`config.mk`:
```
export PLATFORM = sky130hd
export DESIGN_NAME = supply_type_and_battery_gauge_top
export DESIGN_NICKNAME = d
export VERILOG_FILES = /design/src/hw/rtl/stbg_pkg.sv /design/src/hw/rtl/stbg_div.sv /design/src/hw/rtl/stbg_map.sv /design/src/hw/rtl/stbg_seq.sv /design/src/hw/rtl/supply_type_and_battery_gauge_top.sv
export VERILOG_INCLUDE_DIRS = /design/src /design/src/hw/rtl
export SDC_FILE = /design/constraint.sdc
export NUM_CORES = 1
export LEC_CHECK = 0
export ABC_AREA = 0
export BUFFER_PORTS_ARGS = -buffer_cell sky130_fd_sc_hd__buf_2
export CORE_UTILIZATION = 55
export DETAILED_ROUTE_END_ITERATION = 10
export PLACE_DENSITY_LB_ADDON = 0.2
export SETUP_SLACK_MARGIN = 0.4
export SLEW_MARGIN = 20
export SYNTH_ARGS = -nofsm -noshare
export SYNTH_HDL_FRONTEND = slang
export SYNTH_SLANG_ARGS = --single-unit
```
`constraint.sdc`:
```
create_clock -name clock -period 7.3 [get_ports clock]
set_clock_uncertainty 0.2 [all_clocks]
set_input_delay 1.46 -clock clock [delete_from_list [all_inputs] [get_ports clock]]
set_output_delay 1.46 -clock clock [all_outputs]
set_load 0.01 [all_outputs]
```
`src/hw/rtl/supply_type_and_battery_gauge_top_macros.svh`:
```
// ----------------------------------------------------------------------------
// Assertion macros shared by the supply gauge RTL
// Each macro expects signals named clock and reset in the calling scope.
// ----------------------------------------------------------------------------
`ifndef SUPPLY_TYPE_AND_BATTERY_GAUGE_TOP_MACROS_SVH
`define SUPPLY_TYPE_AND_BATTERY_GAUGE_TOP_MACROS_SVH

// same-cycle implication
`define STBG_ASSERT_NOW(label, ante, cons, msg) \
   label: assert property (@(posedge clock) disable iff (reset) (ante) |-> (cons)) \
      else $error(msg);

// next-cycle implication
`define STBG_ASSERT_NEXT(label, ante, cons, msg) \
   label: assert property (@(posedge clock) disable iff (reset) (ante) |=> (cons)) \
      else $error(msg);

`endif

```
`src/hw/rtl/stbg_pkg.sv`:
```
// ----------------------------------------------------------------------------
// stbg_pkg
// Types and constants shared by the supply type and battery gauge modules.
// ----------------------------------------------------------------------------
`timescale 1ns / 1ps

package stbg_pkg;

   // field widths
   localparam int ADC_W    = 10;
   localparam int MV_W     = 21;
   localparam int CNT_W    = 4;
   localparam int PCT_W    = 7;
   localparam int ALERT_W  = 2;
   localparam int DIFF_W   = 13;
   localparam int MULK_W   = 7;

   // divider runs one quotient bit per cycle over the full dividend
   localparam int DIV_STEPS = MV_W;
   localparam int DIV_CNT_W = $clog2(DIV_STEPS);

   // constants of the gauge
   localparam logic [MV_W-1:0]  MV_NUMERATOR   = 21'd1125300;
   localparam logic [CNT_W-1:0] CONFIRM_RESET  = 4'd3;
   localparam logic [CNT_W-1:0] CONFIRM_SAT    = 4'd15;
   localparam logic [MV_W-1:0]  MAINS_LO_MV    = 21'd3150;
   localparam logic [MV_W-1:0]  MAINS_HI_MV    = 21'd3425;
   localparam logic [MV_W-1:0]  LI_FULL_MV     = 21'd4200;
   localparam logic [MV_W-1:0]  LI_KNEE_HI_MV  = 21'd3950;
   localparam logic [MV_W-1:0]  LI_KNEE_LO_MV  = 21'd3600;
   localparam logic [MV_W-1:0]  EMPTY_MV       = 21'd2700;
   localparam logic [MV_W-1:0]  AA_CLAMP_MV    = 21'd3154;
   localparam logic [MV_W-1:0]  LI_CRIT_MV     = 21'd3000;
   localparam logic [MV_W-1:0]  LI_LOW_MV      = 21'd3500;
   localparam logic [MV_W-1:0]  AA_CRIT_MV     = 21'd2740;
   localparam logic [MV_W-1:0]  AA_LOW_MV      = 21'd2775;
   localparam logic [PCT_W-1:0] PCT_FULL       = 7'd100;
   localparam logic [PCT_W-1:0] PCT_ERROR      = 7'd101;

   typedef enum logic [1:0] {
      KIND_UNKNOWN = 2'd0,
      KIND_MAINS   = 2'd1,
      KIND_LITHIUM = 2'd2,
      KIND_AA      = 2'd3
   } stbg_kind_type;

   typedef enum logic [ALERT_W-1:0] {
      ALERT_NONE = 2'd0,
      ALERT_LOW  = 2'd1,
      ALERT_CRIT = 2'd2
   } stbg_alert_type;

   typedef enum logic [2:0] {
      ST_IDLE,
      ST_DIV_MV,
      ST_CLASSIFY,
      ST_MAP,
      ST_DIV_PCT,
      ST_EMIT
   } stbg_state_type;

   // divider request / response
   typedef struct packed {
      logic             start;
      logic [MV_W-1:0]  dividend;
      logic [ADC_W-1:0] divisor;
   } stbg_div_req_type;

   typedef struct packed {
      logic            busy;
      logic            done;
      logic [MV_W-1:0] quotient;
   } stbg_div_rsp_type;

   // reserve map segment chosen for one reading
   typedef struct packed {
      logic             need_div;
      logic [MV_W-1:0]  dividend;
      logic [ADC_W-1:0] divisor;
      logic [PCT_W-1:0] offset;
      logic [PCT_W-1:0] direct_pct;
      stbg_alert_type   alert;
   } stbg_map_type;

endpackage

```
`src/hw/rtl/stbg_div.sv`:
```
// ----------------------------------------------------------------------------
// stbg_div
// Shared restoring divider, one quotient bit per cycle.
// ----------------------------------------------------------------------------
`timescale 1ns / 1ps
`include "supply_type_and_battery_gauge_top_macros.svh"

module stbg_div (
   input  logic                      clock,
   input  logic                      reset,
   input  stbg_pkg::stbg_div_req_type div_req,
   output stbg_pkg::stbg_div_rsp_type div_rsp
);
   import stbg_pkg::*;

   logic [MV_W-1:0]      quot_ff, quot_in;
   logic [ADC_W-1:0]     rem_ff, rem_in;
   logic [ADC_W-1:0]     divisor_ff, divisor_in;
   logic [DIV_CNT_W-1:0] cnt_ff, cnt_in;
   logic                 busy_ff, busy_in;
   logic                 done_ff, done_in;
   logic [ADC_W:0]       trial;
   logic                 fits;

   // one shift-subtract step
   assign trial = {rem_ff, quot_ff[MV_W-1]};
   assign fits  = (trial >= {1'b0, divisor_ff});

   always_comb begin
      quot_in    = quot_ff;
      rem_in     = rem_ff;
      divisor_in = divisor_ff;
      cnt_in     = cnt_ff;
      busy_in    = busy_ff;
      done_in    = done_ff;
      if (div_req.start) begin
         quot_in    = div_req.dividend;
         rem_in     = '0;
         divisor_in = div_req.divisor;
         cnt_in     = DIV_CNT_W'(DIV_STEPS - 1);
         busy_in    = 1'b1;
         done_in    = 1'b0;
      end else if (busy_ff) begin
         quot_in = {quot_ff[MV_W-2:0], fits};
         rem_in  = fits ? ADC_W'(trial - {1'b0, divisor_ff}) : trial[ADC_W-1:0];
         cnt_in  = cnt_ff - 1'b1;
         if (cnt_ff == '0) begin
            busy_in = 1'b0;
            done_in = 1'b1;
         end
      end
   end

   always_ff @(posedge clock) begin
      if (reset) begin
         busy_ff <= 1'b0;
         done_ff <= 1'b0;
      end else begin
         busy_ff <= busy_in;
         done_ff <= done_in;
      end
      quot_ff    <= quot_in;
      rem_ff     <= rem_in;
      divisor_ff <= divisor_in;
      cnt_ff     <= cnt_in;
   end

   assign div_rsp.busy     = busy_ff;
   assign div_rsp.done     = done_ff;
   assign div_rsp.quotient = quot_ff;

   `STBG_ASSERT_NEXT(a_div_start, div_req.start, busy_ff && !done_ff, "divider did not start")
   `STBG_ASSERT_NOW(a_div_excl, busy_ff, !done_ff, "divider busy and done together")
   `STBG_ASSERT_NOW(a_div_rem, busy_ff, rem_ff < divisor_ff, "partial remainder out of range")

endmodule

```
`src/hw/rtl/stbg_map.sv`:
```
// ----------------------------------------------------------------------------
// stbg_map
// Picks the reserve map segment and alert level for a kind and voltage.
// ----------------------------------------------------------------------------
`timescale 1ns / 1ps

module stbg_map (
   input  stbg_pkg::stbg_kind_type kind,
   input  logic [20:0]             mv,
   output stbg_pkg::stbg_map_type  seg
);
   import stbg_pkg::*;

   logic [DIFF_W-1:0]        lo;
   logic [MULK_W-1:0]        mul_k;
   logic [DIFF_W-1:0]        diff;
   logic [DIFF_W+MULK_W-1:0] prod;
   logic [DIFF_W-1:0]        under;

   assign under = EMPTY_MV[DIFF_W-1:0] - mv[DIFF_W-1:0];

   always_comb begin
      lo             = EMPTY_MV[DIFF_W-1:0];
      mul_k          = MULK_W'(20);
      seg.need_div   = 1'b0;
      seg.divisor    = ADC_W'(900);
      seg.offset     = '0;
      seg.direct_pct = '0;
      seg.alert      = ALERT_NONE;
      case (kind)
         KIND_MAINS: begin
            seg.direct_pct = PCT_FULL;
         end
         KIND_LITHIUM: begin
            if (mv > LI_FULL_MV) begin
               seg.direct_pct = PCT_FULL;
            end else if (mv > LI_KNEE_HI_MV) begin
               lo           = LI_KNEE_HI_MV[DIFF_W-1:0];
               mul_k        = MULK_W'(20);
               seg.divisor  = ADC_W'(250);
               seg.offset   = PCT_W'(80);
               seg.need_div = 1'b1;
            end else if (mv > LI_KNEE_LO_MV) begin
               lo           = LI_KNEE_LO_MV[DIFF_W-1:0];
               mul_k        = MULK_W'(60);
               seg.divisor  = ADC_W'(350);
               seg.offset   = PCT_W'(20);
               seg.need_div = 1'b1;
            end else if (mv > EMPTY_MV) begin
               seg.need_div = 1'b1;
            end
            if (mv < LI_CRIT_MV) begin
               seg.alert = ALERT_CRIT;
            end else if (mv < LI_LOW_MV) begin
               seg.alert = ALERT_LOW;
            end
         end
         KIND_AA: begin
            mul_k       = MULK_W'(100);
            seg.divisor = ADC_W'(450);
            if (mv > AA_CLAMP_MV) begin
               seg.direct_pct = PCT_ERROR;
            end else if (mv >= EMPTY_MV) begin
               seg.need_div = 1'b1;
            end else if (under > DIFF_W'(4)) begin
               // negative quotient of at least one
               seg.direct_pct = PCT_ERROR;
            end
            if (mv < AA_CRIT_MV) begin
               seg.alert = ALERT_CRIT;
            end else if (mv < AA_LOW_MV) begin
               seg.alert = ALERT_LOW;
            end
         end
         default: begin
            seg.direct_pct = '0;
         end
      endcase
      // scaled distance above the segment base; feeds the divider
      diff         = mv[DIFF_W-1:0] - lo;
      prod         = diff * mul_k;
      seg.dividend = MV_W'(prod);
   end

endmodule

```
`src/hw/rtl/stbg_seq.sv`:
```
// ----------------------------------------------------------------------------
// stbg_seq
// Sequencer: drives the shared divider, updates supply type, holds result.
// ----------------------------------------------------------------------------
`timescale 1ns / 1ps
`include "supply_type_and_battery_gauge_top_macros.svh"

module stbg_seq (
   input  logic                       clock,
   input  logic                       reset,
   input  logic                       req_valid,
   output logic                       req_ready,
   input  logic [9:0]                 req_adc_count,
   output logic                       rsp_valid,
   input  logic                       rsp_ready,
   output logic [20:0]                rsp_supply_mv,
   output logic [1:0]                 rsp_supply_kind,
   output logic [3:0]                 rsp_confirm_count,
   output logic [6:0]                 rsp_reserve_pct,
   output logic [1:0]                 rsp_alert_level,
   output logic                       rsp_on_mains,
   output logic                       rsp_bad_reading,
   input  logic [3:0]                 confirm_limit,
   output stbg_pkg::stbg_div_req_type div_req,
   input  stbg_pkg::stbg_div_rsp_type div_rsp,
   output stbg_pkg::stbg_kind_type    cur_kind,
   output logic [20:0]                cur_mv,
   input  stbg_pkg::stbg_map_type     seg
);
   import stbg_pkg::*;

   stbg_state_type   state_ff, state_in;
   stbg_kind_type    kind_ff, kind_in;
   stbg_kind_type    seen;
   logic [CNT_W-1:0] agree_ff, agree_in;
   logic [MV_W-1:0]  mv_ff, mv_in;
   logic [PCT_W-1:0] pct_ff, pct_in;
   stbg_alert_type   alert_ff, alert_in;
   logic             bad_ff, bad_in;
   logic             out_valid_ff, out_valid_in;
   logic             out_load;

   logic [MV_W-1:0]    out_mv_ff;
   stbg_kind_type      out_kind_ff;
   logic [CNT_W-1:0]   out_count_ff;
   logic [PCT_W-1:0]   out_pct_ff;
   stbg_alert_type     out_alert_ff;
   logic               out_bad_ff;

   // classification of the fresh voltage
   always_comb begin
      if (mv_ff >= MAINS_LO_MV && mv_ff <= MAINS_HI_MV) begin
         seen = KIND_MAINS;
      end else if (mv_ff > MAINS_HI_MV) begin
         seen = KIND_LITHIUM;
      end else begin
         seen = KIND_AA;
      end
   end

   // next state and datapath control
   always_comb begin
      state_in     = state_ff;
      kind_in      = kind_ff;
      agree_in     = agree_ff;
      mv_in        = mv_ff;
      pct_in       = pct_ff;
      alert_in     = alert_ff;
      bad_in       = bad_ff;
      out_valid_in = out_valid_ff;
      out_load     = 1'b0;
      div_req      = '0;
      req_ready    = (state_ff == ST_IDLE);

      if (out_valid_ff && rsp_ready) begin
         out_valid_in = 1'b0;
      end

      case (state_ff)
         ST_IDLE: begin
            if (req_valid) begin
               if (req_adc_count == '0) begin
                  mv_in    = '0;
                  pct_in   = PCT_ERROR;
                  alert_in = ALERT_NONE;
                  bad_in   = 1'b1;
                  state_in = ST_EMIT;
               end else begin
                  div_req.start    = 1'b1;
                  div_req.dividend = MV_NUMERATOR;
                  div_req.divisor  = req_adc_count;
                  bad_in           = 1'b0;
                  state_in         = ST_DIV_MV;
               end
            end
         end
         ST_DIV_MV: begin
            if (div_rsp.done) begin
               mv_in    = div_rsp.quotient;
               state_in = ST_CLASSIFY;
            end
         end
         ST_CLASSIFY: begin
            if (agree_ff < confirm_limit) begin
               if (kind_ff == KIND_UNKNOWN) begin
                  kind_in  = seen;
                  agree_in = CNT_W'(1);
               end else if (kind_ff == seen) begin
                  if (agree_ff < CONFIRM_SAT) begin
                     agree_in = agree_ff + 1'b1;
                  end
               end else begin
                  kind_in = KIND_UNKNOWN;
               end
            end
            state_in = ST_MAP;
         end
         ST_MAP: begin
            alert_in = seg.alert;
            if (seg.need_div) begin
               div_req.start    = 1'b1;
               div_req.dividend = seg.dividend;
               div_req.divisor  = seg.divisor;
               state_in         = ST_DIV_PCT;
            end else begin
               pct_in   = seg.direct_pct;
               state_in = ST_EMIT;
            end
         end
         ST_DIV_PCT: begin
            if (div_rsp.done) begin
               pct_in   = div_rsp.quotient[PCT_W-1:0] + seg.offset;
               state_in = ST_EMIT;
            end
         end
         ST_EMIT: begin
            if (!out_valid_ff || rsp_ready) begin
               out_load     = 1'b1;
               out_valid_in = 1'b1;
               state_in     = ST_IDLE;
            end
         end
         default: begin
            state_in = ST_IDLE;
         end
      endcase
   end

   // control and supply state
   always_ff @(posedge clock) begin
      if (reset) begin
         state_ff     <= ST_IDLE;
         kind_ff      <= KIND_UNKNOWN;
         agree_ff     <= '0;
         out_valid_ff <= 1'b0;
      end else begin
         state_ff     <= state_in;
         kind_ff      <= kind_in;
         agree_ff     <= agree_in;
         out_valid_ff <= out_valid_in;
      end
      mv_ff    <= mv_in;
      pct_ff   <= pct_in;
      alert_ff <= alert_in;
      bad_ff   <= bad_in;
   end

   // result register
   always_ff @(posedge clock) begin
      if (out_load) begin
         out_mv_ff    <= mv_ff;
         out_kind_ff  <= kind_ff;
         out_count_ff <= agree_ff;
         out_pct_ff   <= pct_ff;
         out_alert_ff <= alert_ff;
         out_bad_ff   <= bad_ff;
      end
   end

   assign cur_kind          = kind_ff;
   assign cur_mv            = mv_ff;
   assign rsp_valid         = out_valid_ff;
   assign rsp_supply_mv     = out_mv_ff;
   assign rsp_supply_kind   = out_kind_ff;
   assign rsp_confirm_count = out_count_ff;
   assign rsp_reserve_pct   = out_pct_ff;
   assign rsp_alert_level   = out_alert_ff;
   assign rsp_on_mains      = (out_kind_ff == KIND_MAINS);
   assign rsp_bad_reading   = out_bad_ff;

   `STBG_ASSERT_NEXT(a_start_div, state_ff == ST_IDLE && req_valid && req_adc_count != '0,
      state_ff == ST_DIV_MV && div_rsp.busy, "accepted reading did not start divider")
   `STBG_ASSERT_NEXT(a_frozen, state_ff == ST_CLASSIFY && agree_ff >= confirm_limit,
      $stable(kind_ff) && $stable(agree_ff), "frozen supply type changed")
   `STBG_ASSERT_NOW(a_bad_out, out_valid_ff && out_bad_ff,
      out_mv_ff == '0 && out_pct_ff == PCT_ERROR, "bad reading result not cleared")
   `STBG_ASSERT_NOW(a_pct_range, out_valid_ff, out_pct_ff <= PCT_ERROR, "reserve out of range")

endmodule

```
`src/hw/rtl/supply_type_and_battery_gauge_top.sv`:
```
// ----------------------------------------------------------------------------
// supply_type_and_battery_gauge_top
// Supply voltage, supply type detection and battery reserve gauge.
//
// Usage:
//   req_*  : one ADC bandgap count per beat (valid/ready).
//   rsp_*  : one result beat per request beat (valid/ready), held in an
//            output register until taken.
//   csr_*  : confirm_limit write, no wait; write only while the block is idle.
// A zero count goes straight to the result; other readings run the voltage
//   divide, classification and map, plus a second divide when the reserve
//   does not come straight from the map. Both divides run on one shared
//   radix-2 divider.
// No new request beat is taken while a reading is in work; req_ready is
//   high only while the sequencer is idle.
// Reset clears the supply type, the agree count and the result valid, and
//   loads confirm_limit with 3.
// A stalled receiver holds the result register; the next request is still
//   taken and computed, and then waits until the held beat is taken.
// ----------------------------------------------------------------------------
`timescale 1ns / 1ps

module supply_type_and_battery_gauge_top (
   input  logic        clock,
   input  logic        reset,
   input  logic        req_valid,
   output logic        req_ready,
   input  logic [9:0]  req_adc_count,
   output logic        rsp_valid,
   input  logic        rsp_ready,
   output logic [20:0] rsp_supply_mv,
   output logic [1:0]  rsp_supply_kind,
   output logic [3:0]  rsp_confirm_count,
   output logic [6:0]  rsp_reserve_pct,
   output logic [1:0]  rsp_alert_level,
   output logic        rsp_on_mains,
   output logic        rsp_bad_reading,
   input  logic        csr_wr_en,
   input  logic [3:0]  csr_wr_data
);
   import stbg_pkg::*;

   logic [CNT_W-1:0] confirm_limit_ff, confirm_limit_in;
   stbg_div_req_type div_req;
   stbg_div_rsp_type div_rsp;
   stbg_kind_type    cur_kind;
   logic [MV_W-1:0]  cur_mv;
   stbg_map_type     seg;

   // confirm limit register
   assign confirm_limit_in = csr_wr_en ? csr_wr_data : confirm_limit_ff;

   always_ff @(posedge clock) begin
      if (reset) begin
         confirm_limit_ff <= CONFIRM_RESET;
      end else begin
         confirm_limit_ff <= confirm_limit_in;
      end
   end

   stbg_div u_div (
      .clock   (clock),
      .reset   (reset),
      .div_req (div_req),
      .div_rsp (div_rsp)
   );

   stbg_map u_map (
      .kind (cur_kind),
      .mv   (cur_mv),
      .seg  (seg)
   );

   stbg_seq u_seq (
      .clock             (clock),
      .reset             (reset),
      .req_valid         (req_valid),
      .req_ready         (req_ready),
      .req_adc_count     (req_adc_count),
      .rsp_valid         (rsp_valid),
      .rsp_ready         (rsp_ready),
      .rsp_supply_mv     (rsp_supply_mv),
      .rsp_supply_kind   (rsp_supply_kind),
      .rsp_confirm_count (rsp_confirm_count),
      .rsp_reserve_pct   (rsp_reserve_pct),
      .rsp_alert_level   (rsp_alert_level),
      .rsp_on_mains      (rsp_on_mains),
      .rsp_bad_reading   (rsp_bad_reading),
      .confirm_limit     (confirm_limit_ff),
      .div_req           (div_req),
      .div_rsp           (div_rsp),
      .cur_kind          (cur_kind),
      .cur_mv            (cur_mv),
      .seg               (seg)
   );

endmodule

```
Word-level counts from Yosys, hierarchy flattened
Index checks and enable logic that the tools add are counted.
{ "word_totals": {"regBits": 130, "elab_cells": 157, "out_inout_bits": 40} }
{ "classes": {"muxes": 72, "n_lt_le_gt_ge": 17, "addsub": 6, "n_eq_ne": 17, "n_mul": 1, "reduce_logical": 23} }
{ "op_table": {"columns": ["operator", "count"], "rows": [
  ["$gt 21x12->1 const B", 5],
  ["$mux 21", 5],
  ["$mux 32", 3],
  ["$lt 21x12->1 const B", 4],
  ["$mux 7", 11],
  ["$pmux 32 s2", 1],
  ["$mux 17", 3],
  ["$ge 21x12->1 const B", 2],
  ["$pmux 21 s2", 1],
  ["$pmux 7 s3", 2],
  ["$mux 13", 3],
  ["$gt 21x13->1 const B", 1],
  ["$le 21x12->1 const B", 1],
  ["$mul 13x7->20", 1],
  ["$pmux 10 s2", 1],
  ["$mux 1", 19],
  ["$pmux 3 s6", 1],
  ["$mux 3", 5],
  ["$mux 2", 7],
  ["$pmux 7 s2", 1],
  ["$gt 13x3->1 const B", 1],
  ["$sub 12x13->13 const A", 1],
  ["$sub 13x13->13", 1],
  ["$mux 4", 3],
  ["34 further kinds", 53]
]} }

Depth between registers and ports, before layout
Gate-level depths: netlist (run 1).
{ "logic_depth": {"word_depth": 10, "depth_mapped": 32} }

Cells and area by module
From an unflattened synthesis (run 1), not the netlist that was laid out.
{ "unflattened": {"hier_cells": 948, "area_unflattened_um2": 9504.1} }
{ "modules_own_cells": {"columns": ["module", "area_per_inst_um2", "seq_area_each_um2", "n_inst", "cells_per_inst"], "rows": [
  ["stbg_seq", 3597.2, 2242.2, 1, 280],
  ["stbg_map", 3338.2, 0.0, 1, 451],
  ["stbg_div", 2431.1, 1271.2, 1, 205],
  ["supply_type_and_battery_gauge_top", 137.6, 80.1, 1, 12]
]} }

Least setup slack after synthesis (run 1)
No wires, ideal clock.
{ "synth_path": {"path_kind": "register to register", "start": "register u_seq.mv_ff[2], in the netlist u_seq.cur_mv[2]", "end": "register u_div.quot_ff[18], data pin", "path_buffers": 3, "t_arrival_ns": 7.063, "required_ns": 6.839, "period_less_slack_ns": 7.523, "stages_incl_launch_ff": 30, "slack_ns": -0.223, "cell_sequence": "edfxtp_1 > clkbuf_1 > nor4_1 > o311ai_0 > a2111oi_2 > nand2_1 > or2_1 > buf_2 > buf_2 > inv_1 > ha_1 > nor2b_1 > o21ai_0 > a21boi_0 > o21ai_0 > nand2b_1 > xnor2_1 > nor2_1 > fa_1 > fa_1 > fa_1 > ha_1 > ha_1 > or3_1 > o21ai_0 > a21oi_1 > a41o_1 > o41ai_1 > xor2_1 > mux2i_1"} }
{ "synth_via": {"elab_chain_cells": 10} }
{ "synth_rtl": {"columns": ["item", "line_no", "rtl"], "rows": [
  ["start, declared", "stbg_seq.sv:36", "logic [MV_W-1:0] mv_ff, mv_in;"],
  ["start signal, assigned", "stbg_seq.sv:162", "mv_ff <= mv_in;"],
  ["$gt 21x12->1", "stbg_map.sv:43", "end else if (mv > LI_KNEE_LO_MV) begin"],
  ["$mux 11", "stbg_map.sv:43", null],
  ["$mux 13", "stbg_map.sv:37", "end else if (mv > LI_KNEE_HI_MV) begin"],
  ["$mux 13", "stbg_map.sv:35", "if (mv > LI_FULL_MV) begin"],
  ["$mux 13", "stbg_map.sv:30", "case (kind)"],
  ["$sub 13x13->13", "stbg_map.sv:80", "diff = mv[DIFF_W-1:0] - lo;"],
  ["$mul 13x7->20", "stbg_map.sv:81", "prod = diff * mul_k;"],
  ["$mux 32 (*)", "stbg_seq.sv:120", "if (seg.need_div) begin"],
  ["$pmux 32 s2 (*)", "stbg_seq.sv:79", "case (state_ff)"],
  ["$mux 21 (*)", "stbg_div.sv:36", "if (div_req.start) begin"],
  ["net u_div.quot_in[18]", "stbg_div.sv:16", "logic [MV_W-1:0] quot_ff, quot_in;"],
  ["end signal, assigned", "stbg_div.sv:62", "quot_ff <= quot_in;"],
  ["end, declared", "stbg_div.sv:16", null]
]} }
Mark *: on every way through the listed nets, which the timed path passes. The rest lies on a longest branch.
A chain may end at the register's enable or synchronous reset.

Worst setup path in the final report (run 1)
{ "layout_path": {"start": "register u_seq.mv_ff[19], in the netlist u_seq.cur_mv[19]", "end": "register u_div.quot_ff[17], data pin"} }
The elaborated chain is that of the path after synthesis.

==> results of run 1 <==
-- worst min path at each step --
stage / startpoint / endpoint / slack, ns / cells after the start
floorplan: u_seq.alert_ff[0] / u_seq.rsp_alert_level[0] / 0.20 / 0
global placement: u_seq.pct_ff[5] / u_seq.rsp_reserve_pct[5] / 0.20 / 0
detailed placement: u_seq.alert_ff[0] / u_seq.rsp_alert_level[0] / 0.21 / 0
CTS: u_seq.alert_ff[0] / u_seq.rsp_alert_level[0] / 0.22 / 0
global route: u_seq.alert_ff[0] / u_seq.rsp_alert_level[0] / 0.22 / 0
finish: u_seq.alert_ff[0] / u_seq.rsp_alert_level[0] / 0.22 / 0
-- area by class of cell --
| class | count | area share (%) |
|---|---|---|
| Clock buffer | 18 | 3.94 |
| Clock inverter | 14 | 1.18 |
| Tap cell | 216 | 2.48 |
| Inverter | 74 | 2.57 |
| Multi-Input combinational cell | 656 | 50.6 |
| Sequential cell | 130 | 33.0 |
| Timing Repair Buffer | 107 | 6.26 |
-- per-stage QoR --
stage               area [sq um]  worst slack, ns  utilization [%]  hold WS [ns]
floorplan                   9240            0.414                -         0.200
global placement            9770            0.185             61.1         0.202
detailed placement          9770           0.0772             61.1         0.208
CTS                        10500            0.351             65.4         0.221
global route               10900            0.106             68.1         0.222
finish                     10900            0.296             68.1         0.219
-- cells by family (layout without fill, tap and decap cells) --
family | Yosys count | count (layout)
AO/OA/AOI/OAI | 178 | 178
XOR/XNOR | 34 | 34
adder cells (fa/ha/maj) | 112 | 112
buffers and inverters | 117 | 213
flip-flops | 130 | 130
multiplexers | 17 | 17
AND/OR/NAND/NOR | 315 | 315
-- cell usage after synthesis (all sizes together) (4+ instances only) --
master   count
o31ai        7
a21oi       48
o311ai       5
o21ai       31
nor2        86
and2        33
a21o        13
dfxtp       31
o21a         4
nand3b       6
nor4        15
xnor2       22
or3          8
or2          7
and3         6
edfxtp      99
or4          7
buf         11
nand3       13
inv         74
nand2       63
nor2b       15
a31oi       15
nand2b      10
nor3        31
o211ai       6
a2111oi      5
ha          76
xor2        12
clkbuf      32
nand4        4
mux2i       17
a211oi      10
fa          36
-- state kept, by name (all words and copies together) (netlist names), 3 cells and up --
register,flops
u_seq.state_ff,3
u_div.divisor_ff,10
u_seq.rsp_supply_mv,21
confirm_limit_ff,4
u_div.rem_ff,10
u_seq.pct_ff,7
u_div.quot_ff,21
u_seq.rsp_confirm_count,4
u_seq.rsp_reserve_pct,7
u_seq.cur_mv,21
u_seq.agree_ff,4
u_div.cnt_ff,5
-- layout by cell type (no fill, tap or decap), drive strengths merged, types with 12 or more instances in the layout --
cell type  count
nor2          86
mux2i         17
nor4          15
nand2         63
inv           78
dfxtp         31
and2          33
fa            36
clkbuf        18
xor2          12
a31oi         15
edfxtp        99
o21ai         31
ha            76
nand3         13
nor2b         15
a21o          13
xnor2         22
nor3          31
buf          107
a21oi         48
-- metal layers --
layer  track usage (%)  wire [microns]  vias up
li1                  -               -     3421
met1              37.6            9890     3425
met2              40.7           10300      240
met3              4.56            1070       47
met4              8.72             436        0
met5                 0               0        -
-- where the power goes --
group	switching, mW	leakage, nW	total [mW]	internal [mW]
registers	0.123	1.17	1.12	0.993
logic	0.458	3.01	0.783	0.325
clock network	0.338	0.274	0.809	0.471
-- critical path, stage by stage (launching register included) --
cell	delay, ns
edfxtp_1	0.42
buf_6	0.15
nor4_4	0.31
nand2_2	0.12
a2111oi_4	0.37
nand2_2	0.10
or2_4	0.28
fa_2	0.37
nor2b_1	0.14
o21ai_1	0.10
a21boi_1	0.23
buf_4	0.15
o211ai_1	0.17
a2111oi_4	0.45
nor3_4	0.12
nor2_2	0.15
fa_1	0.44
fa_1	0.47
fa_1	0.55
ha_4	0.22
ha_4	0.17
or3_4	0.39
o31ai_4	0.25
buf_4	0.17
xnor2_1	0.07
nand2_1	0.09
o21ai_0	0.08
-- timing repair --
action                                  4_1_cts  5_1_grt
resized for setup                            13       52
buffers inserted                              5       20
pin swaps                                     8       44
endpoints found under the setup margin        6        9
==> summary by stage, run 1 <==
Status
The flow ran to the end, and the final reports show no timing, DRC or antenna violations.

Die
For this configuration, the core starts out at a cell density of between 50% and 60%. The number of primary I/O pins is 59. The floorplan step set the die width to 131 microns. The floorplan die area is 17000 sq um. The die is around 130 microns tall. After floorplanning, the core was sized to cover about 16000 sq um. The floorplan has 46 rows.

Final layout
The antenna cell count is 0. The multi-input combinational cells in the finished layout cover a total of approximately 5500 sq um. At the end of the flow, the number of nets in the layout was 1117. Registers take around 3600 sq um. The filler-free cell count of the finished design is about 1200. The fraction of layout instances using a drive strength above 1 is ~22%. The layout filler cell count is 1234. Relative to the synthesized area, the layout overhead comes to 19.8%.

Placed design
The number of buffers inserted by port buffering is 58. The number of placed instances, taps included is around 1200. The placer congestion estimate is 0.934. The HPWL after detailed placement is ~15000 microns.

Pwr
The leakage power of the design is about 4.5 nW. Across the VDD grid, the largest voltage drop is between 0.0002 and 0.00025 V. The completed layout was analyzed and its total power is 2.71 mW. The power density over cell area is between 200 and 250 nW/um^2.

STA
Setup repair after global routing could not meet its margin everywhere. For the pin with the worst max-slew slack, the measured transition is approximately 1.0 ns. The max-slew violation total from the final report is 0. Setup violations remaining at the end of the flow were counted as 0. The worst path in the final design needs a cycle of 7.00 ns, including I/O delays and setup.

The final critical path takes up 95.9% of the cycle. Based on the critical path, the design can be clocked at up to approximately 140 MHz. The final number of hold-violating endpoints is 0.

After routing, the total negative slack on setup checks comes to 0 ns. The worst pin sits at a relative slew slack of between 30 and 40%.

Logic synthesis
The async set-reset flop share out of synthesis is 0%. The synthesized netlist contains 75 unique library cells. By area, the combinational part of the netlist is dominated by adder cells. After technology mapping, the gate count stands at 903. The synthesized-area fraction occupied by xor and xnor cells is 3.28%. The portion of synthesized area spent on multiplexers is under 10%. The synthesis-stage register bit count is 130. The most instantiated flip-flop cell in the synthesis netlist is edfxtp_1.

The fraction of the mapped netlist area in simple logic gates is ~18%. The mapped cell area is slightly above 9000 sq um. edfxtp_1 takes more of the synthesized area than any other cell. The number of nets produced by synthesis is between 1000 and 1500. After synthesis, the mean cell area works out to just over 10 sq um.

The synthesized netlist devotes between 10% and 20% of its cell area to adder and majority cells. The compound-gate portion of the synthesized area is 13.5%. For this run, the register share of the synthesized area comes to between 30% and 40%. Yosys attributes the largest share of cell area to edfxtp_1, ha_1, fa_1.

The Yosys step of the flow raised 0 warnings. The top cell type by area accounts for between 30% and 40% of the synthesized area. The synthesized design contains 99 enable-type register cells.

Route
Detailed routing inserted a total of 7133 vias. The length of the first detailed-routing pass in iterations is 5. Dividing the detail-routed wire length by the instance count gives 17.9 microns. After detailed routing, the number of remaining DRC violations is 0. The iteration-0 DRC count of the detailed router is roughly 630. The count of nets left with antenna violations after detail routing is 0. The detailed-route wire length is around 22000 microns. Using the TritonRoute via totals, the vias-per-cell ratio works out to between 5 and 6.

Critical path
The startpoint identified for the worst register-to-register timing path is u_seq.cur_mv[19]. The worst reg2reg path depth is 26. The source of the critical timing path is u_seq.cur_mv[19]. In this run the critical register-to-register path is captured at u_div.quot_ff[17]. The slack of the worst reg-to-reg path is about 0.3 ns.

The critical path capture point is u_div.quot_ff[17]. The setup path with the least slack is of type reg2reg. At the worst endpoint, the arrival time is ~7.0 ns. STA puts the critical path data required time at 7.25 ns.

Along the worst path, the maximum fanout reaches 4. The startpoint class of the critical path is a register. The critical path capture point type is a register.

Clock network
TritonCTS built the clock tree. The longest clock path from root to sink contains 2 buffers. After clock tree synthesis, the clock-pin slew on the worst setup and hold paths is 0.06 ns. The H-tree was split into 4 levels.

The number of clock buffers added by TritonCTS is 17. The cts-stage hold buffer count is 0. Clock latency on the worst-skew pair, taken at its later pin, is 0.43 ns. In this run the clock root is driven by a clkbuf_16.

The clock net sink count is 130.

Global route
The combined global-route utilization of all metal layers is between 20% and 30%. The leftover overflow at the end of global routing is 0. The via count of the first global-routing pass came to just under 7000. The maximum number of pins on one net before global-route repair is 43.

The initial antenna violation count is 0. The first global-routing pass estimated roughly 34000 microns of wire.

Flow run
Max-cap violations in this run came to 0.

Hold path
In this run the worst hold path is classified as reg2reg.
Power figures use the tool's default switching activity.
==> inputs of run 2 (changes only) <==
clock period = 8.7 ns   (was 7.3 ns; I/O delays follow)
==> run 2 against run 1 <==
  * Die area did not move
  * Combinational power shrank 13%
  * Critical path depth rose by 1
  * Count of clock-buffer cells in the layout rose by 4
  * Sequential cell count unchanged
  * Global-route usage fell by 1.1 points
  * Hold slack worse by 0.0069 ns
  * Register-to-register slack improved by 0.63 ns
  * Total power down 15%
  * Utilization is 4.4 points lower
  * Largest cell class unchanged
  * Highest routed layer unchanged
==> summary by stage, run 2 (same netlist as run 1, synthesis figures left out) <==
Die
The area of the core came to 16000 sq um (unchanged). The floorplan die height came to 131 microns (unchanged). The initial core utilization came to 56.8% (unchanged). The number of primary I/O pins came to 59 (unchanged). The floorplan die area is 17000 sq um (unchanged). The number of rows created at floorplan was 46 (unchanged).

The horizontal die dimension is 131 microns (unchanged).

Final layout
The number of nets in the final layout was 1087 (-2.7%). The antenna cell count is 0 (unchanged). The layout filler cell count is 1335 (+8.2%). The area growth from synthesis to layout is 12.2%. The library cell used most frequently in the layout, excluding fill and tap cells, is edfxtp_1. The top cell types in the final layout, fill and taps aside, are edfxtp_1, nor2_1, ha_1. The final core utilization is 63.7% (-4.4 points).

The fraction of layout instances using a drive strength above 1 is 13.8% (-8.6 points). The final design area excluding fillers is 10200 sq um (-6.4%).

Clock network
The clock transition at the registers of the reported paths came to 0.06 ns (about the same). The tree is rooted in a clkbuf_16. The TritonCTS buffer count is 17 (unchanged).

The clock tree from TritonCTS is built. The clock network latency to the later pin of the worst-skew pair came to 0.42 ns (about the same). The number of H-tree branching levels is 4 (unchanged). The clock tree buffer depth is 2 (unchanged). The clock net sink count is 130 (unchanged). The cts-stage hold buffer count is 0 (unchanged).

Flow run
The max-cap violation count came to 0 (unchanged).

STA
The worst hold slack across all endpoints is 0.212 ns (-0.00687 ns). The post-route fraction of the period consumed by the critical path was 89.4% (-6.6 points). The number of failing setup endpoints in the final timing report was 0 (unchanged).

Setup repair after global routing left no endpoint under its margin. The slew at the pin with the worst max-slew slack is 1.09 ns (+0.0735 ns). The highest clock frequency the design can meet is 129 MHz (-9.9%). The total negative slack for setup checks is 0 ns (unchanged). The max-slew violation total from the final report is 0 (unchanged). The final worst-path setup slack is 0.926 ns (+0.630 ns). The minimum clock period is 7.77 ns (+0.770 ns). The worst relative slew slack is 27.1% (-5.0 points). The final number of hold-violating endpoints came to 0 (unchanged).

Critical path
The slack of the worst reg-to-reg path came to 0.93 ns (+0.63 ns). The kind of cell with the highest combined delay along the critical path is adder cells. The cell repeated most along the worst path is fa_1.

The worst setup path is captured at a register. The top fanout value on the critical path came to 28 (+24). On the critical path, the stage with the largest delay is an instance of fa_1.

The peak per-stage delay on the critical path came to 0.53 ns (-0.02 ns). The number of buffers and inverters on the critical path came to 2 (-1). The type of the worst setup path is reg2reg. The critical path required time came to 8.65 ns (+1.40 ns). The worst setup path is launched from a register. The data arrival time of the worst path was 7.72 ns (+0.76 ns).

Route
The length of the first detailed-routing pass in iterations is 5 (unchanged). The vias per cell was 5.80 (-1.2%). The iteration-0 DRC count of the detailed router is 524 (-16%). The per-cell routed wire length came to 17.3 microns (-3.5%). The post-route DRC violation count came to 0 (unchanged). The total via count after detailed routing is 6875 (-3.6%). The detailed-route wire length is 20500 microns (-5.9%).

The count of nets left with antenna violations after detail routing is 0 (unchanged).

Hold path
The tightest min-delay check is of the reg2reg type.

Pwr
The maximum vdd ir drop is 0.000176 V (-22%). The leakage power of the design was 4.27 nW (-4.3%). The power density over cell area is 225 nW/um^2 (-9.4%).

Status
The run finished with clean final reports.

Global route
The wire length of the first global-routing pass is 32700 microns (-4.6%). The maximum number of pins on one net before global-route repair came to 43 (unchanged). The leftover overflow at the end of global routing is 0 (unchanged). The via count of the first global-routing pass was 6369 (-5.8%). The initial antenna violation count came to 0 (unchanged). The combined global-route utilization of all metal layers is 25.2% (-1.1 points).

Placed design
The post-placement worst setup slack is 0.687 ns (+0.610 ns). The placer congestion estimate is 0.917 (-1.8%). The post-place instance area is 9600 sq um (-1.8%). The number of buffers inserted by port buffering came to 58 (unchanged). The HPWL after detailed placement came to 15200 microns (+1.1%).
[run 2: area by class of cell]
type / count / area [sq um] / share of cell area, %
sequential: 130 / 3590 / 35.2
timing repair buffer: 77 / 433 / 4.25
multi-input combinational: 656 / 5050 / 49.5
clock inverter: 10 / 110 / 1.08
clock buffer: 22 / 464 / 4.55
tap: 216 / 270 / 2.65
inverter: 74 / 278 / 2.72
[run 2: through the flow]
stage	std cells	total power [mW]
6_report	1185	2.30
5_1_grt	1185	2.42
4_1_cts	1183	2.30
3_5_place_dp	1151	1.61
3_3_place_gp	1151	1.59
2_1_floorplan	903	1.42
[run 2: path summary, 6_finish.rpt]
kind                            cells past startpoint                       end       startpoint
worst min register to register                      0  u_seq.rsp_reserve_pct[2]  u_seq.pct_ff[2]
worst max register to register                     27         u_div.quot_ff[18]  u_seq.cur_mv[0]
worst max-delay path                               27         u_div.quot_ff[18]  u_seq.cur_mv[0]
worst min-delay path                                0  u_seq.rsp_reserve_pct[2]  u_seq.pct_ff[2]
[run 2: what timing repair did]
item | 4_1_cts | 5_1_grt
setup buffers | 0 | 2
endpoints found under the setup margin | 0 | 4
gates resized for setup | 0 | 2
[run 2: routing by layer]
layer,vias to the layer above,global-route usage (%),part of all wire [%],routed length (microns)
met2,214,39.5,46,9470
met5,-,0,0,0
met1,3263,35.2,46,9490
met3,40,3.14,4.5,919
li1,3358,-,-,-
met4,0,11.3,2.8,583
[run 2: power by group]
| part | switching [mW] | internal, mW |
|---|---|---|
| sequential | 0.0944 | 0.834 |
| clock | 0.255 | 0.434 |
| combinational | 0.406 | 0.272 |
| total | 0.756 | 1.54 |
==> inputs of run 3 (changes only) <==
BUFFER_PORTS_ARGS = -buffer_cell sky130_fd_sc_hd__clkbuf_2   (was -buffer_cell sky130_fd_sc_hd__buf_2)
==> run 3 against run 2 <==
  * Sequential share of layout area down 0.16 points
  * Combinational power about the same
  * Via count shrank 1.4%
  * Global-route usage grew 0.24 points
  * Utilization up 0.30 points
  * Sequential cell count unchanged
  * Sequential power is essentially flat
  * Critical path type unchanged
  * Largest power group unchanged
  * Highest routed layer is now met5
==> summary by stage, run 3 (same netlist as run 1, synthesis figures left out) <==
STA
The worst relative slew slack came to 33.4% (+6.3 points). Setup repair after global routing could not meet its margin everywhere. The max-slew violation total from the final report was 0 (unchanged). The final number of hold-violating endpoints came to 0 (unchanged). The number of failing setup endpoints in the final timing report is 0 (unchanged). The post-route fraction of the period consumed by the critical path is 90.5% (+1.2 points). The slew at the pin with the worst max-slew slack is 0.999 ns (-0.0919 ns). The total negative slack for setup checks is 0 ns (unchanged).

The highest clock frequency the design can meet is 127 MHz (-1.3%). The minimum clock period is 7.87 ns (+0.100 ns).

Route
The vias per cell is 5.72 (-1.4%). The iteration-0 DRC count of the detailed router came to 531 (+1.3%). The total via count after detailed routing is 6780 (-1.4%). The count of nets left with antenna violations after detail routing is 0 (unchanged). The detailed-route wire length is 20500 microns (about the same).

The length of the first detailed-routing pass in iterations is 5 (unchanged). The post-route DRC violation count is 0 (unchanged). The per-cell routed wire length came to 17.3 microns (about the same).

Status
The flow ran to the end, and the final reports show no timing, DRC or antenna violations.

Die
The number of primary I/O pins is 59 (unchanged). The horizontal die dimension is 131 microns (unchanged). The number of rows created at floorplan came to 46 (unchanged). The floorplan die height is 131 microns (unchanged). The area of the core is 16000 sq um (unchanged). The floorplan die area was 17000 sq um (unchanged).

The initial core utilization is 56.8% (unchanged).

Final layout
The fraction of layout instances using a drive strength above 1 is 14.0% (+0.21 points). Leaving out fill and tap cells, the most frequent cell in the layout is edfxtp_1. The final design area excluding fillers is 10200 sq um (+0.47%). The library cells used most frequently in the layout, excluding fill and tap cells, are edfxtp_1, nor2_1, ha_1. The final core utilization is 64.0% (+0.30 points). The antenna cell count is 0 (unchanged). The area growth from synthesis to layout is 12.7%. The number of nets in the final layout is 1087 (unchanged).

Critical path
The number of buffers and inverters on the critical path is 2 (unchanged). The critical-path cell with the highest stage delay is fa_1. The critical path capture point type is a register. The data arrival time of the worst path was 7.83 ns (+0.11 ns). The peak per-stage delay on the critical path came to 0.53 ns (about the same). The top fanout value on the critical path was 30 (+7.1%). By startpoint and endpoint, the worst setup path is classified as reg2reg. The worst setup path is launched from a register. The critical path required time is 8.66 ns (about the same). The kind of cell adding the most delay to the critical path is adder cells.

Clock network
The clock transition at the registers of the reported paths was 0.06 ns (about the same). The cts-stage hold buffer count is 0 (unchanged). The clock network latency to the later pin of the worst-skew pair is 0.42 ns (about the same). TritonCTS built the clock tree. The TritonCTS buffer count was 17 (unchanged).

The number of H-tree branching levels is 4 (unchanged). The clock tree buffer depth is 2 (unchanged). The clock net sink count is 130 (unchanged).

The buffer type at the clock tree root is clkbuf_16.

Flow run
The max-cap violation count is 0 (unchanged).

Placed design
The HPWL after detailed placement was 15500 microns (+1.6%). The post-place instance area came to 9600 sq um (unchanged). The placer congestion estimate was 0.914 (-0.33%).

The number of buffers inserted by port buffering is 58 (unchanged).

Hold path
The min-delay analysis places its worst path in the category reg2reg.

Pwr
The total power draw was 2.31 mW (+0.56%). The power density over cell area is 225 nW/um^2 (about the same). The leakage power of the design is 4.32 nW (+1.2%). The maximum vdd ir drop is 0.000176 V (-0.51%).

Global route
The leftover overflow at the end of global routing is 0 (unchanged). The initial antenna violation count is 1 (+1). The via count of the first global-routing pass was 6312 (-0.89%). The combined global-route utilization of all metal layers is 25.5% (+0.24 points). The maximum number of pins on one net before global-route repair came to 43 (unchanged). The wire length of the first global-routing pass is 32800 microns (+0.42%).
-- run 3: changes by cell type in the layout (fill, tap and decap cells not counted), sizes merged --
cell      before  now
clkinvlp       4    0
bufinv         2    0
inv           74   78
buf           77   19
clkbuf        22   82
-- run 3: power breakdown --
group	leakage (nW)	switching (mW)	total (mW)	internal (mW)
Sequential	1.17	0.0953	0.929	0.833
Clock	0.303	0.262	0.703	0.441
Combinational	2.84	0.404	0.677	0.273
Total	4.32	0.761	2.31	1.55
-- run 3: timing repair --
item,CTS,global route
endpoints found under the hold margin,0,0
setup endpoints to repair,0,6
resized for setup,0,2
buffers inserted,0,1
-- run 3: area by class of cell --
type | count | area [sq um]
timing repair buffer | 77 | 445
sequential | 130 | 3590
fill | 1367 | 5760
clock inverter | 8 | 58.8
inverter | 74 | 278
multi-input combinational | 656 | 5050
tap | 216 | 270
clock buffer | 24 | 546
-- run 3: final timing paths --
| path | startpoint | to | slack [ns] | depth (start not counted) |
|---|---|---|---|---|
| worst max-delay path | u_seq.cur_mv[2] | u_div.quot_ff[18] | 0.83 | 27 |
| worst min-delay path | u_seq.pct_ff[0] | u_seq.rsp_reserve_pct[0] | 0.22 | 0 |
| worst max register to register | u_seq.cur_mv[2] | u_div.quot_ff[18] | 0.83 | 27 |
| worst min register to register | u_seq.pct_ff[0] | u_seq.rsp_reserve_pct[0] | 0.22 | 0 |
-- run 3: per-layer routing --
layer / GRT usage (%) / vias to the layer above / share of wire, %
li1: - / 3351 / -
met1: 34.7 / 3196 / 46
met2: 40.1 / 196 / 47
met3: 4.72 / 35 / 4.9
met4: 10.3 / 2 / 2.6
met5: 0 / - / 0.063
-- run 3: through the flow --
step	setup slack (ns)	hold slack, ns	cells
after floorplan	1.18	0.200	903
after global placement	0.803	0.202	1151
after detailed placement	0.551	0.205	1151
after CTS	0.523	0.218	1183
after global routing	0.302	0.236	1185
final	0.826	0.216	1185
-- run 3: worst register-to-register path, delay by kind of cell, from the launching register on --
family,cells,cell delay [ns]
buf+inv,2,0.37
compound gates,9,1.95
simple gates,7,1.62
mux,1,0.09
xor+xnor,2,0.44
fa+ha+maj,6,2.43
flops,1,0.52
